**config.mk**
```make
export PLATFORM = sky130hd
export DESIGN_NAME = gvn_mac
export DESIGN_NICKNAME = d
export VERILOG_FILES = /design/src/sv/gvn_pkg.sv /design/src/sv/gvn_mac.sv
export SDC_FILE = /design/constraint.sdc
export NUM_CORES = 2
export LEC_CHECK = 0
export ABC_AREA = 1
export BUFFER_PORTS_ARGS = -buffer_cell sky130_fd_sc_hd__buf_2
export CAP_MARGIN = 10
export CORE_AREA = 2 2 363 221
export CTS_CLUSTER_SIZE = 40
export DETAILED_ROUTE_END_ITERATION = 10
export DIE_AREA = 0 0 365 223
export PLACE_DENSITY = 0.79
export SYNTH_ARGS = -nofsm -noshare
export SYNTH_HDL_FRONTEND = slang
export SYNTH_SLANG_ARGS = --single-unit
```
**constraint.sdc**
```tcl
create_clock -name clk_i -period 3.7 [get_ports clk_i]
set_input_delay 0.74 -clock clk_i [delete_from_list [all_inputs] [get_ports clk_i]]
set_output_delay 0.74 -clock clk_i [all_outputs]
set_load 0.005 [all_outputs]
```
**src/sv/gvn_pkg.sv**
```systemverilog
// gvn_pkg: shared types and constants of the grid vertex normal block.
// Used by the vertex store, the multiply-accumulate unit, the top level and the checker.
package gvn_pkg;

  // Grid geometry
  localparam int MAX_GRID = 63;
  localparam int SIDE     = MAX_GRID + 1;
  localparam int DEPTH    = SIDE * SIDE;
  localparam int ADDR_W   = $clog2(DEPTH);
  localparam int IDX_W    = 6;
  localparam int GRID_RST = 10;

  // Data widths
  localparam int COORD_W = 24;
  localparam int DIFF_W  = COORD_W + 1;
  localparam int PROD_W  = 2 * DIFF_W;
  localparam int NORM_W  = 51;

  // Sequencer lengths
  localparam int NUM_READS = 4;
  localparam int NUM_STEPS = 6;
  localparam int CNT_W     = 3;

  typedef enum logic {
    OP_WRITE  = 1'b0,
    OP_NORMAL = 1'b1
  } op_e;

  typedef struct packed {
    logic signed [COORD_W-1:0] x;
    logic signed [COORD_W-1:0] y;
    logic signed [COORD_W-1:0] z;
  } vertex_t;

  typedef struct packed {
    logic signed [DIFF_W-1:0] x;
    logic signed [DIFF_W-1:0] y;
    logic signed [DIFF_W-1:0] z;
  } diff_t;

  typedef struct packed {
    logic signed [NORM_W-1:0] x;
    logic signed [NORM_W-1:0] y;
    logic signed [NORM_W-1:0] z;
  } acc_t;

  // Cross product steps of u x v, one product each
  typedef enum logic [CNT_W-1:0] {
    ST_X_POS = 3'd0,  // + uy*vz
    ST_X_NEG = 3'd1,  // - uz*vy
    ST_Y_POS = 3'd2,  // + uz*vx
    ST_Y_NEG = 3'd3,  // - ux*vz
    ST_Z_POS = 3'd4,  // + ux*vy
    ST_Z_NEG = 3'd5   // - uy*vx
  } step_e;

  // Control from the sequencer to the multiply-accumulate unit
  typedef struct packed {
    logic  clear;
    logic  issue;
    step_e step;
  } mac_ctrl_t;

endpackage

```
**src/sv/gvn_mac.sv**
```systemverilog
// gvn_mac: shared 25x25 multiplier with registered product and three accumulators.
// Works through u x v one product per step. Depends on gvn_pkg.
module gvn_mac (
  input  logic               clk_i,
  input  logic               rst_ni,
  input  gvn_pkg::mac_ctrl_t ctrl_i,
  input  gvn_pkg::diff_t     u_i,
  input  gvn_pkg::diff_t     v_i,
  output gvn_pkg::acc_t      acc_o
);
  import gvn_pkg::*;

  logic signed [DIFF_W-1:0] opa, opb;
  logic signed [PROD_W-1:0] prod_q;
  logic                     pend_q;
  step_e                    pstep_q;
  acc_t                     acc_q, acc_d;
  logic signed [NORM_W-1:0] prod_ext;

  // Operand select per step
  always_comb begin
    unique case (ctrl_i.step)
      ST_X_POS: begin opa = u_i.y; opb = v_i.z; end
      ST_X_NEG: begin opa = u_i.z; opb = v_i.y; end
      ST_Y_POS: begin opa = u_i.z; opb = v_i.x; end
      ST_Y_NEG: begin opa = u_i.x; opb = v_i.z; end
      ST_Z_POS: begin opa = u_i.x; opb = v_i.y; end
      ST_Z_NEG: begin opa = u_i.y; opb = v_i.x; end
      default:  begin opa = '0;    opb = '0;    end
    endcase
  end

  // Product register
  always_ff @(posedge clk_i) begin
    if (ctrl_i.issue) begin
      prod_q  <= opa * opb;
      pstep_q <= ctrl_i.step;
    end
  end

  always_ff @(posedge clk_i or negedge rst_ni) begin
    if (!rst_ni) begin
      pend_q <= 1'b0;
    end else begin
      pend_q <= ctrl_i.issue;
    end
  end

  assign prod_ext = {{(NORM_W-PROD_W){prod_q[PROD_W-1]}}, prod_q};

  // Accumulate the previous step's product
  always_comb begin
    acc_d = acc_q;
    if (ctrl_i.clear) begin
      acc_d = '0;
    end else if (pend_q) begin
      unique case (pstep_q)
        ST_X_POS: acc_d.x = acc_q.x + prod_ext;
        ST_X_NEG: acc_d.x = acc_q.x - prod_ext;
        ST_Y_POS: acc_d.y = acc_q.y + prod_ext;
        ST_Y_NEG: acc_d.y = acc_q.y - prod_ext;
        ST_Z_POS: acc_d.z = acc_q.z + prod_ext;
        ST_Z_NEG: acc_d.z = acc_q.z - prod_ext;
        default:  acc_d = acc_q;
      endcase
    end
  end

  always_ff @(posedge clk_i) begin
    acc_q <= acc_d;
  end

  assign acc_o = acc_q;

endmodule

```
==> impl_metrics.yaml, run 1 <==
status:
  outcome: "aborted with a tool error"
  lastStage: "5_1_grt"
  tool.error: "[ERROR GRT-0232] Routing congestion too high. Check the congestion heatmap in the GUI."
clocking:
  numCtsBuffers: 26
  cts_root_buf: "clkbuf_16"
  clockBufferDepth: 3
  cts_sinks: 207
  htreeDepth: 1
floorplanning:
  ioPinCount: 310
  num_rows: 80
  dieHeight_microns: 223
  initial_core_util_pct: 59.3
  die_w_microns: 365
placement:
  gp_congestion: 1.08
  portBuffers: 309
  place_inst: 9240
  place_hpwl_microns: 170000
  post-place-ws_ns: -4.47
  place_area_sq_um: 59300
synth:
  synth_area_sq_um: 46500
  synth_fp_nets: 7965
  synth_edf_count: 53
  synth.most_common_cell: "nand2_1"
  synth_seq_cells: 207
  syn_avg_cell_area_sq_um: 6.78
  async_flop_share_pct: 0.483
  yosys-top-cells-area: "fa_1 (28%), nand2_1 (14%), inv_1 (13%)"
  ys.flop_type: "dfxtp_1"
  yosysTopAreaCell: "fa_1"
  yosys.area.top_type_share_pct: 28.5
  synth_cell_type_count: 57
  synth-seq-area-share_pct: 10.1
  synthCells: 6855
  yosysWarnings: 0
  yosys-top-cells-count: "nand2_1 (1769), inv_1 (1569), fa_1 (661), nor2_1 (620), o21ai_0 (362)"
global_route:
  grt.total_usage_pct: 87.6
  grt_overflow: 1579
  grt_max_degree: 82
timing:
  worst_endpoint: "prod_q[48]$_DFFE_PP_/D"
  worst-endpoint-pin-kind: "register input"
## cell families after synthesis
family                     share of synthesized area, %
and+or+nand+nor                                    24.8
buffers and inverters                              14.7
adders and majority gates                          36.3
AOI/OAI and AO/OA                                  11.2
DFF                                                10.1
xor gates and xnor gates                           2.97
## repair_timing
| item | CTS |
|---|---|
| hold endpoints to repair | 1 |
| gates cloned | 7 |
| hold buffers | 1 |
| endpoints found under the setup margin | 151 |
| pin swaps | 414 |
| gates resized for setup | 1186 |
| setup buffers | 188 |
## per-layer routing
metal,GRT overflow,global-route usage [%]
met5,19,63.9
met3,182,78.8
met4,415,80.7
met2,796,97.6
met1,167,89.5
## stage by stage
step / setup TNS, ns / hold slack (ns)
3_3_place_gp: -188.02 / 0.470
4_1_cts: -138.96 / 0.426
2_1_floorplan: -126.12 / 0.444
3_5_place_dp: -198.39 / 0.493
==> run 2: changes to the inputs <==
Settings changed: CORE_AREA 2 2 363 221 to 2 2 344 346, CTS_CLUSTER_SIZE 40 to not set, DIE_AREA 0 0 365 223 to 0 0 346 348, PLACE_DENSITY 0.79 to not set, PLACE_DENSITY_LB_ADDON set to 0.15.
==> impl_metrics.yaml, run 2 <==
status:
  violations: "setup timing"
  outcome: "complete, but fails checks"
routing:
  first_iter_violations: 3248
  drt-vias-per-instance: 4.96
  num_vias: 49000
  wire_per_inst_microns: 19.3
  ant_nets: 0
  drc: 0
  routed_wl_microns: 191000
  drt_first_pass_iters: 8
worst_hold_path:
  hold_path_class: "primary input to flip-flop"
  hold_start: "ctrl_i[1]"
  min_path_cells: 1
  worstHoldEndpoint: "pstep_q[1]$_DFFE_PP_"
synth:
  synth_top_family_by_area: "adder cells"
  async_flop_share_pct: 0.483
  synth_edf_count: 53
  yosysTopAreaCell: "fa_1"
  synth_cell_type_count: 57
  synth_seq_cells: 207
  synthAdderAreaFrac_pct: 36.3
  synth_xor_area_share_pct: 2.97
  yosys-top-cells-count: "nand2_1 (1769), inv_1 (1569), fa_1 (661), nor2_1 (620), o21ai_0 (362)"
  synth_fp_nets: 7965
  synth_compound_area_share_pct: 11.2
  syn_avg_cell_area_sq_um: 6.78
  synth-seq-area-share_pct: 10.1
  yosys-top-cells-area: "fa_1 (28%), nand2_1 (14%), inv_1 (13%)"
  synthMuxAreaShare_pct: 0
  synth.most_common_cell: "nand2_1"
  yosysWarnings: 0
  ys.flop_type: "dfxtp_1"
  synthSimpleGateAreaFrac_pct: 24.8
  synth_area_sq_um: 46500
  yosys.area.top_type_share_pct: 28.5
  synthCells: 6855
final_layout:
  layout.nets: 9440
  drive_gt1_share_pct: 28.8
  largest_reg_flops: 153
  multiInputGateArea_sq_um: 38500
  fin_area_sq_um: 65200
  fin_cells: 9891
  fillCellCount: 11400
  mostFrequentLayoutCells: "nand2_1 (1635), inv_1 (1462), buf_4 (1131)"
  area_growth_pct: 40.2
  final_common_cell: "nand2_1"
  finish.utilization_pct: 55.7
  seq_area_sq_um: 4680
worst_setup_path:
  crit_start: "ctrl_i[1]"
  cp-end-kind: "flip-flop"
  worstPathRequired_ns: 4.04
  cp_slowest_cell: "fa_2"
  cp_max_fo: 6
  startpoint_type: "primary input"
  reg2reg_slack_ns: -0.21
  r2r_cells: 21
  crit_top_cell: "fa_1"
  slowest_delay_ns: 0.58
  cp.arrival_ns: 7.48
  r2r_start: "prod_q[1]$_DFFE_PP_"
  rr_endpoint: "acc_o[78]$_SDFFE_PP0P_"
  worstSetupPathType: "primary input to flip-flop"
placement:
  gp_congestion: 0.976
  place_inst: 9668
  place_hpwl_microns: 159000
  place_area_sq_um: 59700
  portBuffers: 309
clocking:
  cts_root_buf: "clkbuf_16"
  htreeDepth: 1
  cts_tree: "yes"
  clock_latency_ns: 0.61
  cts_sinks: 207
  clockBufferDepth: 3
  path_clk_slew_ns: 0.06
  numCtsBuffers: 27
timing:
  fin_skew_ns: 0.0324
  whs_ns: 0.390
  finalSetupViolCount: 125
  min_period_ns: 7.14
  hold_viol_final: 0
  maxSlewHeadroom_pct: 38.8
  fmax_mhz: 140
  rsz0062_at_grt: "yes"
  tightest_slew_ns: 0.909
  finalWorstSetupSlack_ns: -3.44
  finalMaxSlewViolations: 0
  finalCritPeriodShare_pct: 193
floorplanning:
  initial_core_util_pct: 39.8
  ioPinCount: 310
  dieHeight_microns: 348
  num_rows: 126
  core_sq_um: 117000
  dieArea_sq_um: 120000
  die_w_microns: 346
global_route:
  antenna_found_initial: 1
  grt_max_degree: 82
  grt.total_usage_pct: 30.9
  grt_pass1_vias: 49400
  grt_overflow: 0
  grt_pass1_wl_microns: 287000
job:
  maxCapViolations: 0
==> run 2: repair_timing <==
item,CTS,global route
hold buffers,1,0
buffers inserted,87,75
endpoints found under the setup margin,141,166
endpoints found under the hold margin,1,0
pin swaps,131,217
cloned,7,6
gates resized for setup,422,404
==> run 2: stage by stage <==
stage               setup TNS, ns  setup slack [ns]
finish                    -143.28             -3.44
global route              -179.19             -3.63
CTS                       -138.73             -3.35
detailed placement        -195.75             -4.64
global placement          -195.04             -4.58
floorplan                 -126.12             -3.35
==> run 2: final cells by class <==
| type | instances | share of cell area (%) |
|---|---|---|
| sequential | 207 | 7.18 |
| clock buffer | 33 | 1.12 |
| clock inverter | 16 | 0.292 |
| multi-input combinational | 4861 | 59.0 |
| antenna | 5 | 0.0192 |
| timing repair inverter | 2 | 0.0307 |
| tap | 1536 | 2.95 |
| timing repair buffer | 1631 | 20.1 |
| inverter | 1600 | 9.31 |
==> run 2: logic make-up (layout without fill, tap and decap cells) <==
kind of cell	count (synthesis)	after routing
flops	207	207
buf+inv	1789	3282
xor+xnor	157	157
simple gates	2836	2838
compound gates	913	913
fa+ha+maj	953	953
other cells	0	5
==> run 2: worst max-delay path by stage <==
stage,to,slack [ns],depth (start not counted)
2_1_floorplan,prod_q[43]$_DFFE_PP_,-3.35,31
6_report,prod_q[41]$_DFFE_PP_,-3.44,35
5_1_grt,prod_q[41]$_DFFE_PP_,-3.63,32
3_3_place_gp,prod_q[41]$_DFFE_PP_,-4.58,29
4_1_cts,prod_q[46]$_DFFE_PP_,-3.35,30
3_5_place_dp,prod_q[45]$_DFFE_PP_,-4.64,29
==> run 2: critical path: cells and delay by family <==
kind	cells	cell delay, ns
fa+ha+maj	8	3.85
simple gates	12	1.40
buf+inv	14	1.37
xor+xnor	1	0.08
==> run 2: routing by layer <==
layer  global-route usage (%)  share of wire [%]
met5                        0                  0
met4                     11.6                5.0
met3                     2.40                5.3
met2                     54.4                 48
met1                     39.7                 42
Power of run 2 is left out: the tool's default activity adds up to more than one toggle a clock period on the data nets, which glitch-free logic cannot reach.
